[config.mk]
export PLATFORM = sky130hd
export DESIGN_NAME = hsv_to_rgb_converter_flat
export DESIGN_NICKNAME = d
export VERILOG_FILES = /design/src/sv/hsv_pkg.sv /design/src/sv/hsv_pix_if.sv /design/src/sv/hsv_rgb_if.sv /design/src/sv/hsv_to_rgb_converter.sv /design/src/flat_wrapper.sv
export SDC_FILE = /design/constraint.sdc
export NUM_CORES = 1
export LEC_CHECK = 0
export ABC_CLOCK_PERIOD_IN_PS = 6300
export BUFFER_PORTS_ARGS = -buffer_cell sky130_fd_sc_hd__clkbuf_2
export CORE_AREA = 3 3 212 214
export DETAILED_ROUTE_END_ITERATION = 6
export DIE_AREA = 0 0 215 217
export GPL_TIMING_DRIVEN = 0
export PLACE_DENSITY = 0.78
export REMOVE_ABC_BUFFERS = 1
export SETUP_SLACK_MARGIN = 0.02
export SYNTH_ARGS = -nofsm -noshare
export SYNTH_HDL_FRONTEND = slang
export SYNTH_SLANG_ARGS = --single-unit
[constraint.sdc]
create_clock -name i_clk -period 6.3 [get_ports i_clk]
set_input_delay 0.315 -clock i_clk [delete_from_list [all_inputs] [get_ports i_clk]]
set_output_delay 0.315 -clock i_clk [all_outputs]
set_load 0.02 [all_outputs]
[src/sv/hsv_pkg.sv]
package hsv_pkg;

    // field widths
    localparam int unsigned HueW  = 15;
    localparam int unsigned ChanW = 8;
    localparam int unsigned DistW = 12;

    // hue geometry in 1/64 degree units
    localparam logic [HueW-1:0] SectorUnits = 15'd3840;
    localparam logic [HueW-1:0] Hue120      = 15'd7680;
    localparam logic [HueW-1:0] Hue180      = 15'd11520;
    localparam logic [HueW-1:0] Hue240      = 15'd15360;
    localparam logic [HueW-1:0] Hue300      = 15'd19200;
    localparam logic [HueW-1:0] Hue360      = 15'd23040;
    localparam logic [HueW-1:0] Hue480      = 15'd30720;

    // full scale of a channel
    localparam logic [ChanW-1:0] FullScale = 8'd255;

    // 255 * 3840, the denominator of the secondary channel
    localparam logic [19:0] SecDenom = 20'd979200;

    // divide by 255 for 16 bit values: (p * 0x8081) >> 23
    localparam logic [31:0] Recip255 = 32'd32897;
    localparam int unsigned Recip255Sh = 23;

    // divide by 3825: floor(2^28 / 3825), estimate is low by at most one
    localparam logic [36:0] Recip3825 = 37'd70179;
    localparam int unsigned Recip3825Sh = 28;
    localparam logic [19:0] Div3825 = 20'd3825;

    // sector codes
    typedef logic [2:0] t_sector;
    localparam t_sector SecRed     = 3'd0;
    localparam t_sector SecYellow  = 3'd1;
    localparam t_sector SecGreen   = 3'd2;
    localparam t_sector SecCyan    = 3'd3;
    localparam t_sector SecBlue    = 3'd4;
    localparam t_sector SecMagenta = 3'd5;

endpackage

[src/sv/hsv_pix_if.sv]
interface hsv_pix_if import hsv_pkg::*; ();
    logic             valid;
    logic             ready;
    logic [HueW-1:0]  hue;
    logic [ChanW-1:0] saturation;
    logic [ChanW-1:0] brightness;

    modport source (output valid, hue, saturation, brightness, input ready);
    modport sink   (input valid, hue, saturation, brightness, output ready);
endinterface

[src/sv/hsv_rgb_if.sv]
interface hsv_rgb_if import hsv_pkg::*; ();
    logic             valid;
    logic             ready;
    logic [ChanW-1:0] red;
    logic [ChanW-1:0] green;
    logic [ChanW-1:0] blue;

    modport source (output valid, red, green, blue, input ready);
    modport sink   (input valid, red, green, blue, output ready);
endinterface

[src/sv/hsv_to_rgb_converter.sv]
// hsv to rgb pixel converter, five register stages
// throughput: one pixel per cycle; the pipeline advances as a whole and
// holds while the output request waits
// reset (synchronous, active low) clears the stage valid bits only
module hsv_to_rgb_converter import hsv_pkg::*; (
    input  logic        i_clk,
    input  logic        i_rst_n,
    hsv_pix_if.sink     i_pix,
    hsv_rgb_if.source   o_pix
);

    localparam int unsigned NStage = 5;

    logic [NStage:1] r_vld;
    logic            w_en;

    // stage 1 payload
    logic [ChanW-1:0] r_s1, r_v1;
    t_sector          r_sec1;
    logic [DistW-1:0] r_dist1;
    logic [15:0]      r_pz1;
    // stage 2 payload
    logic [ChanW-1:0] r_v2, r_zc2;
    t_sector          r_sec2;
    logic [19:0]      r_sd2;
    // stage 3 payload
    logic [ChanW-1:0] r_v3, r_zc3;
    t_sector          r_sec3;
    logic [19:0]      r_n3;
    // stage 4 payload
    logic [ChanW-1:0] r_v4, r_zc4, r_qe4;
    t_sector          r_sec4;
    logic [19:0]      r_n4;
    // stage 5 payload
    logic [ChanW-1:0] r_v5, r_red5, r_green5, r_blue5;

    // whole pipeline moves unless the output request is stalled
    assign w_en        = !r_vld[NStage] || o_pix.ready;
    assign i_pix.ready = w_en;

    always_ff @(posedge i_clk) begin
        if (!i_rst_n) begin
            r_vld <= '0;
        end else if (w_en) begin
            r_vld <= {r_vld[NStage-1:1], i_pix.valid};
        end
    end

    // stage 1: sector, fold distance, zero channel numerator
    t_sector          n_sec1;
    logic [HueW-1:0]  w_hm;
    logic [DistW-1:0] n_dist1;
    logic [15:0]      n_pz1;

    always_comb begin
        if (i_pix.hue >= Hue300)      n_sec1 = SecMagenta;
        else if (i_pix.hue >= Hue240) n_sec1 = SecBlue;
        else if (i_pix.hue >= Hue180) n_sec1 = SecCyan;
        else if (i_pix.hue >= Hue120) n_sec1 = SecGreen;
        else if (i_pix.hue >= SectorUnits) n_sec1 = SecYellow;
        else                          n_sec1 = SecRed;

        // position within a 120 degree fold
        if (i_pix.hue >= Hue480)      w_hm = i_pix.hue - Hue480;
        else if (i_pix.hue >= Hue360) w_hm = i_pix.hue - Hue360;
        else if (i_pix.hue >= Hue240) w_hm = i_pix.hue - Hue240;
        else if (i_pix.hue >= Hue120) w_hm = i_pix.hue - Hue120;
        else                          w_hm = i_pix.hue;

        if (w_hm >= SectorUnits) n_dist1 = DistW'(w_hm - SectorUnits);
        else                     n_dist1 = DistW'(SectorUnits - w_hm);

        n_pz1 = {8'd0, i_pix.brightness} * {8'd0, FullScale - i_pix.saturation};
    end

    // stage 2: saturation times distance, zero channel divide by 255
    logic [19:0]      n_sd2;
    logic [31:0]      w_zprod;
    logic [ChanW-1:0] n_zc2;

    always_comb begin
        n_sd2   = 20'(r_s1) * 20'(r_dist1);
        w_zprod = 32'(r_pz1) * Recip255;
        n_zc2   = w_zprod[Recip255Sh +: ChanW];
    end

    // stage 3: secondary numerator, pre-shifted by 256
    logic [27:0] w_num;
    always_comb begin
        w_num = 28'(r_v2) * 28'(SecDenom - r_sd2);
    end

    // stage 4: quotient estimate by 3825
    logic [36:0] w_qprod;
    always_comb begin
        w_qprod = 37'(r_n3) * Recip3825;
    end

    // stage 5: quotient correction and channel routing
    logic [19:0]      w_qmul, w_rem;
    logic [ChanW-1:0] w_xc;
    logic [ChanW-1:0] n_red5, n_green5, n_blue5;

    always_comb begin
        w_qmul = 20'(r_qe4) * Div3825;
        w_rem  = r_n4 - w_qmul;
        w_xc   = r_qe4 + ChanW'(w_rem >= Div3825);

        unique case (r_sec4)
            SecRed:    begin n_red5 = r_v4;  n_green5 = w_xc;  n_blue5 = r_zc4; end
            SecYellow: begin n_red5 = w_xc;  n_green5 = r_v4;  n_blue5 = r_zc4; end
            SecGreen:  begin n_red5 = r_zc4; n_green5 = r_v4;  n_blue5 = w_xc;  end
            SecCyan:   begin n_red5 = r_zc4; n_green5 = w_xc;  n_blue5 = r_v4;  end
            SecBlue:   begin n_red5 = w_xc;  n_green5 = r_zc4; n_blue5 = r_v4;  end
            default:   begin n_red5 = r_v4;  n_green5 = r_zc4; n_blue5 = w_xc;  end
        endcase
    end

    // stage payload registers
    always_ff @(posedge i_clk) begin
        if (w_en) begin
            r_s1     <= i_pix.saturation;
            r_v1     <= i_pix.brightness;
            r_sec1   <= n_sec1;
            r_dist1  <= n_dist1;
            r_pz1    <= n_pz1;

            r_v2     <= r_v1;
            r_sec2   <= r_sec1;
            r_sd2    <= n_sd2;
            r_zc2    <= n_zc2;

            r_v3     <= r_v2;
            r_sec3   <= r_sec2;
            r_zc3    <= r_zc2;
            r_n3     <= w_num[27:8];

            r_v4     <= r_v3;
            r_sec4   <= r_sec3;
            r_zc4    <= r_zc3;
            r_n4     <= r_n3;
            r_qe4    <= w_qprod[Recip3825Sh +: ChanW];

            r_v5     <= r_v4;
            r_red5   <= n_red5;
            r_green5 <= n_green5;
            r_blue5  <= n_blue5;
        end
    end

    assign o_pix.valid = r_vld[NStage];
    assign o_pix.red   = r_red5;
    assign o_pix.green = r_green5;
    assign o_pix.blue  = r_blue5;

    // accepted request enters stage 1
    a_enter: assert property (@(posedge i_clk) disable iff (!i_rst_n)
        (i_pix.valid && i_pix.ready) |=> r_vld[1])
        else $error("accepted pixel did not enter stage 1");

    // stalled pipeline keeps its occupancy
    a_hold: assert property (@(posedge i_clk) disable iff (!i_rst_n)
        !w_en |=> $stable(r_vld))
        else $error("pipeline occupancy changed during stall");

    // one channel always carries the brightness
    a_chroma: assert property (@(posedge i_clk) disable iff (!i_rst_n)
        o_pix.valid |-> (o_pix.red == r_v5 || o_pix.green == r_v5 || o_pix.blue == r_v5))
        else $error("no channel equals brightness");

    // no channel exceeds the brightness
    a_bound: assert property (@(posedge i_clk) disable iff (!i_rst_n)
        o_pix.valid |-> (o_pix.red <= r_v5 && o_pix.green <= r_v5 && o_pix.blue <= r_v5))
        else $error("channel above brightness");

endmodule
[src/flat_wrapper.sv]
// flat-port wrapper written by rule: the top's interface ports become plain ports
module hsv_to_rgb_converter_flat import hsv_pkg::*;
  (i_clk, i_rst_n, i_pix_valid, i_pix_hue, i_pix_saturation, i_pix_brightness, i_pix_ready, o_pix_valid, o_pix_red, o_pix_green, o_pix_blue, o_pix_ready);
  hsv_pix_if i_pix_i ();
  hsv_rgb_if o_pix_i ();
  input  logic i_clk;
  input  logic i_rst_n;
  input wire logic [$bits(i_pix_i.valid)-1:0] i_pix_valid;
  input wire logic [$bits(i_pix_i.hue)-1:0] i_pix_hue;
  input wire logic [$bits(i_pix_i.saturation)-1:0] i_pix_saturation;
  input wire logic [$bits(i_pix_i.brightness)-1:0] i_pix_brightness;
  output wire logic [$bits(i_pix_i.ready)-1:0] i_pix_ready;
  output wire logic [$bits(o_pix_i.valid)-1:0] o_pix_valid;
  output wire logic [$bits(o_pix_i.red)-1:0] o_pix_red;
  output wire logic [$bits(o_pix_i.green)-1:0] o_pix_green;
  output wire logic [$bits(o_pix_i.blue)-1:0] o_pix_blue;
  input wire logic [$bits(o_pix_i.ready)-1:0] o_pix_ready;
  assign i_pix_i.valid = i_pix_valid;
  assign i_pix_i.hue = i_pix_hue;
  assign i_pix_i.saturation = i_pix_saturation;
  assign i_pix_i.brightness = i_pix_brightness;
  assign i_pix_ready = i_pix_i.ready;
  assign o_pix_valid = o_pix_i.valid;
  assign o_pix_red = o_pix_i.red;
  assign o_pix_green = o_pix_i.green;
  assign o_pix_blue = o_pix_i.blue;
  assign o_pix_i.ready = o_pix_ready;
  hsv_to_rgb_converter u_core (.i_clk(i_clk), .i_rst_n(i_rst_n), .i_pix(i_pix_i), .o_pix(o_pix_i));
endmodule
Word level (Yosys, flattened, before mapping)
Cells that the tools add are included.

operators by class
  div/mod/pow operators = 0
  shift-type cells = 0
  reduce and logical (&&, ||, !) cells = 10
  bitwise logic cells = 0
  $mul = 6
  equal/unequal tests = 4
  muxes and demuxes = 12
  magnitude comparators = 9
  add/sub/neg operators = 10

operators by type and width
  kind                                                                  number
  two-way mux 15 bit                                                    4
  one-hot mux 8 bit (2 select lines)                                    3
  greater-or-equal comparator 15 bit (second input constant)            3
  multiplier 20 x 17 -> 36 bit (second input constant)                  1
  multiplier 16 x 16 -> 31 bit (second input constant)                  1
  greater-or-equal comparator 15 x 12 -> 1 bit (second input constant)  2
  greater-or-equal comparator 15 x 14 -> 1 bit (second input constant)  2
  subtractor 15 bit (second input constant)                             2
  multiplier 8 x 28 -> 28 bit                                           1
  subtractor 20 x 20 -> 21 bit (first input constant)                   1
  greater-or-equal comparator 20 x 12 -> 1 bit (second input constant)  1
  multiplier 8 x 12 -> 20 bit                                           1
  multiplier 8 x 12 -> 20 bit (second input constant)                   1
  subtractor 20 bit                                                     1
  multiplier 8 x 8 -> 16 bit                                            1
  greater-or-equal comparator 15 x 13 -> 1 bit (second input constant)  1
  subtractor 15 x 13 -> 15 bit (second input constant)                  1
  subtractor 15 x 14 -> 15 bit (second input constant)                  1
  OR reduction 2 bit                                                    7
  two-way mux 12 bit                                                    1
  subtractor 12 bit (first input constant)                              1
  subtractor 12 bit (second input constant)                             1
  adder 8 x 1 -> 8 bit                                                  1
  subtractor 8 bit (first input constant)                               1
  other kinds (8)                                                       11

storage, ports and cells
  memories = 0
  bits in registers = 201
  bits in writable memories = 0
  input bits = 35
  bits in latches = 0
  output and inout port bits = 26
  ROM bits = 0

Longest topological paths before layout
  word-level depth = 7
  depth in mapped cells = 26
  mapped depth without buffers = 26

Least setup slack after synthesis
Ideal clock, no wire load.

  path kind = register to register
  start = register u_core.r_qe4[0]
  end = register u_core.r_red5[6] (netlist: u_core.o_pix.red[6]), data pin
  cell stages (with the launch flop) = 25
  setup time = 0.146 ns
  data arrival time = 5.796 ns
  path slack = 0.358 ns
  period minus slack after synthesis = 5.942 ns
  data required time = 6.154 ns
  path buffers = 0
  path through = edfxtp_1 inv_1 fa_1 inv_1 fa_1 inv_1 fa_1 inv_1 fa_1 inv_1 ha_1 a21oi_1 o21bai_1 a41oi_1 a22oi_1 or4_1 a2111oi_0 o21ai_0 ha_1 ha_1 nand4_1 xnor2_1 mux2i_1 a22o_1 a21oi_1

between the ends
  cells in the longest elaborated chain, start to end = 5

RTL lines
  item                                          RTL line                     source
  start, declared                               hsv_to_rgb_converter.sv:31   logic [ChanW-1:0] r_v4, r_zc4, r_qe4;
  start signal, assigned                        hsv_to_rgb_converter.sv:142  r_qe4 <= w_qprod[Recip3825Sh +: ChanW];
  multiplier 8 x 12 -> 20 bit                   hsv_to_rgb_converter.sv:105  w_qmul = 20'(r_qe4) * Div3825;
  subtractor 20 bit                             hsv_to_rgb_converter.sv:106  w_rem = r_n4 - w_qmul;
  greater-or-equal comparator 20 x 12 -> 1 bit  hsv_to_rgb_converter.sv:107  w_xc = r_qe4 + ChanW'(w_rem >= Div3825);
  adder 8 x 1 -> 8 bit (*)                      hsv_to_rgb_converter.sv:107
  one-hot mux 8 bit (2 select lines) (*)        hsv_to_rgb_converter.sv:109  unique case (r_sec4)
  via u_core.n_red5[6]                          hsv_to_rgb_converter.sv:102  logic [ChanW-1:0] n_red5, n_green5, n_blue5;
  end signal, assigned                          hsv_to_rgb_converter.sv:145  r_red5 <= n_red5;
  end, declared                                 hsv_to_rgb_converter.sv:35   logic [ChanW-1:0] r_v5, r_red5, r_green5, r_blue5;

Mark *: on every way through the listed nets, which the timed path passes. The rest lies on a longest branch.
A chain may end at the register's enable or synchronous reset.

Final worst setup path
  start = register u_core.r_sd2[4]
  end = register u_core.r_n3[18], data pin

between the ends
  cells in the longest elaborated chain, start to end = 2

RTL lines
  item                          RTL line                     source
  start, declared               hsv_to_rgb_converter.sv:25   logic [19:0] r_sd2;
  start signal, assigned        hsv_to_rgb_converter.sv:130  r_sd2 <= n_sd2;
  subtractor 20 x 20 -> 21 bit  hsv_to_rgb_converter.sv:90   w_num = 28'(r_v2) * 28'(SecDenom - r_sd2);
  multiplier 8 x 28 -> 28 bit   hsv_to_rgb_converter.sv:90
  via u_core.w_num[26]          hsv_to_rgb_converter.sv:88   logic [27:0] w_num;
  end signal, assigned          hsv_to_rgb_converter.sv:136  r_n3 <= w_num[27:8];
  end, declared                 hsv_to_rgb_converter.sv:29   logic [19:0] r_n3;

The timed path passes the listed nets, and every way through them passes these cells.

==> results_dict.tcl <==
set metrics [dict create \
    required_ps 6580 \
    synth_area_per_cell_um2 10.2 \
    track_usage_pct 22.5 \
    run_status "finished clean" \
    critPathKind "reg -> reg" \
    clk_latency_ps 530 \
    htree_levels 1 \
    via_count 17500 \
    ys_types 75 \
    first_pass_detailed_route_iteration_total 6 \
    yosysTopAreaCellShare_pct 24.9 \
    finish.utilization_pct 64.4 \
    floorplan.die_area_um2 46700 \
    worst_hold_path_type "in -> reg" \
    grt_start_max_net_pins 104 \
    r2r_cells 23 \
    boundaryPins 61 \
    cpMaxStageDelayCell "fa_1" \
    drt_first_iter_violations 929 \
    cp_common_cell "fa_1" \
    post_synth_main_area_contributors "fa_1 (25%), edfxtp_1 (23%), ha_1 (19%), inv_1 (7.5%), nand2_1 (3.2%)" \
    ys_async_sr_fraction_pct 0 \
    num_antenna_cells 0 \
    seq_area_um2 5990 \
    initial_utilization_pct 59.0 \
    cts_root_buf "clkbuf_16" \
    place.port_buffers 60 \
    die_h_um 217 \
    synth.most_common_cell "inv_1" \
    placeableCoreArea_um2 43100 \
    numCtsBuffers 23 \
    post_dr_wirelength_cell_um 16.7 \
    final-setup-viol-count 0 \
    worst_setup_path_start_kind "flip-flop" \
    place_congestion 0.887 \
    tns_ps 0 \
    final_max_slew_viol_count 0 \
    crit_buf_inv 3 \
    cell_count_after_synthesis 2481 \
    path_delay_family "adder cells" \
    drive_above_1_share_pct 7.80 \
    worst_setup_hold_path_clk_slew_ps 60 \
    multi_input_area_um2 17800 \
    timing.critical_path.to_type "flip-flop" \
    fin_skew_ps 14.9 \
    number_of_global_route_vias_before_repair 18500 \
    die_width_um 215 \
    grt.overflow.total 0 \
    synthToLayoutAreaGrowth_pct 9.22 \
    synthTopCellsByCount "inv_1 (505), ha_1 (382), fa_1 (316), nand2_1 (215), edfxtp_1 (196)" \
    rsz_0062_raised_after_global_routing "yes" \
    achievable-frequency_ghz 0.160 \
    num-fill-cells 3228 \
    fin_nets 3295 \
    grt_antenna_before_repair 0 \
    worst-path-stages 23 \
    synth-warning-count 0 \
    timing.max_cap.violations 0 \
    number_of_flip_flops_and_latches_in_the_synthesized_netlist 201 \
    crit_path_cell_trace "nor3_2, nand3_2, o41ai_4, nand2_1, nand4_1, xor2_4, and2_1, fa_1, inv_1, fa_1, fa_1, fa_1, inv_1, ha_1, a21o_1, a21o_1, a21oi_2, nor2_1, a21oi_1, o311a_1, a21oi_2, buf_4, xor2_1" \
    viasPerCell 5.55 \
    min_period_over_period_pct 99.0 \
    route.detailed.drc 0 \
    standard_cell_area_after_detailed_placement_um2 26300 \
    path_max_fanout 8 \
    post_synth_edffs 196 \
    post-dp-hpwl_um 41000 \
    hold_viol_final 0 \
    timing.hold.worst_path_depth 3 \
    transition_time_at_the_pin_with_the_least_slew_margin_ps 1110 \
    synthFlopType "edfxtp_1" \
    floorplan.rows 76 \
    antenna_violating_nets_post_route 0 \
    synth.largest_area_cell "fa_1" \
    postCtsHoldBufs 0 \
    slowest_delay_ps 550 \
    grt_pass1_wl_um 87600 \
    timing.critical_path.arrival_ps 6520 \
    finalWorstPathRequiredPeriod_ps 6240 \
    synth_area_um2 25400 \
    fin_area_um2 27800 \
    postRouteWirelength_um 52700 \
    timing.slew.headroom_pct 25.7 \
    max-clock-path-buffers 3 \
    cts_tree "done" \
    cts.sink_count 201 \
    seq_area_frac_synth_pct 23.6 \
]
-- what timing repair did --
item | 4_1_cts | 5_1_grt
setup endpoints to repair | 33 | 29
pin swaps | 1 | 20
gates resized for setup | 30 | 41
setup buffers | 13 | 24
hold endpoints to repair | 0 | 0
-- routing by layer --
layer,share of wire (%),track usage [%],wire [um],vias to the layer above
met5,0,0,0,-
met4,3.2,5.93,1680,0
met3,3.8,2.60,2010,119
met2,52,41.9,27400,410
met1,41,28.0,21600,8724
li1,-,-,-,8282
-- state kept, by name, summed over array words and instances, names as in the netlist --
| signal | flops |
|---|---|
| u_core.r_sec3 | 3 |
| u_core.r_sd2 | 20 |
| u_core.r_n4 | 20 |
| u_core.r_dist1 | 12 |
| u_core.r_pz1 | 16 |
| u_core.r_sec4 | 3 |
| u_core.r_sec1 | 3 |
| u_core.r_vld | 5 |
| u_core.o_pix.green | 8 |
| u_core.r_v1 | 8 |
| u_core.r_s1 | 8 |
| u_core.r_zc3 | 8 |
| u_core.r_n3 | 20 |
| u_core.o_pix.blue | 8 |
| u_core.r_v3 | 8 |
| u_core.r_v2 | 8 |
| u_core.r_zc2 | 8 |
| u_core.r_v4 | 8 |
| u_core.r_zc4 | 8 |
| u_core.o_pix.red | 8 |
| u_core.r_qe4 | 8 |
| u_core.r_sec2 | 3 |
-- through the flow --
step	worst slack, ps	hold slack [ps]	std cells
floorplan	340	400	2438
global placement	-493	402	3083
detailed placement	-625	405	3084
CTS	23.3	7.71	3137
global route	-147	42.8	3162
finish	62.6	29.9	3162
-- placed cells by master, fill, tap and decap left out, types with 5 or more instances in the layout --
master     instances
a211oi_1          11
a21boi_0          10
a21o_1            23
a21oi_1           69
a21oi_2            7
a22o_1             8
a31oi_1            6
and2_1           127
and3_1             8
buf_4             37
clkbuf_16         23
clkbuf_2          60
dfxtp_1            5
edfxtp_1         196
fa_1             315
ha_1             372
ha_4               6
inv_1            501
mux2i_1           26
nand2_1          212
nand2b_1          30
nand3_1           24
nand4_1           10
nor2_1            74
nor2b_1           52
nor3_1            19
o211ai_1           6
o21a_1            13
o21ai_0           42
o21ai_1            9
o21bai_1           5
o22a_1             9
o22ai_1           26
o31ai_1            9
o41ai_1            5
or3_1              8
xnor2_1           66
xnor2_2            5
xor2_1            28
-- kinds of logic after synthesis --
kind of cell             share of synthesized area [%]
multiplexers                                      1.08
adder cells (fa/ha/maj)                           43.7
XOR/XNOR                                          3.79
flip-flops                                        23.6
AND/OR/NAND/NOR                                   11.7
AO/OA/AOI/OAI                                     8.01
buffers and inverters                             8.17
-- area by class of cell --
| class | instances | share of cell area, % |
|---|---|---|
| Inverter | 506 | 6.87 |
| Clock buffer | 26 | 2.11 |
| Timing Repair Buffer | 99 | 2.28 |
| Tap cell | 585 | 2.64 |
| Multi-Input combinational cell | 1731 | 64.0 |
| Sequential cell | 201 | 21.6 |
| Clock inverter | 14 | 0.482 |
-- tightest hold or removal path, stage by stage --
cell and delay, ps:
clkbuf_2 80, nand2_1 40, a21boi_0 70
-- path summary, 6_finish.rpt --
check,from,end,slack [ps]
setup / recovery,u_core.r_sd2[4],u_core.r_n3[18],60
hold / removal,i_pix_valid,u_core.r_vld[1],30
setup reg to reg,u_core.r_sd2[4],u_core.r_n3[18],60
hold reg to reg,u_core.r_v1[1],u_core.r_v2[1],410
Power is not shown: default switching activity piles up to over one toggle a cycle in this logic, so the estimate is an artifact.
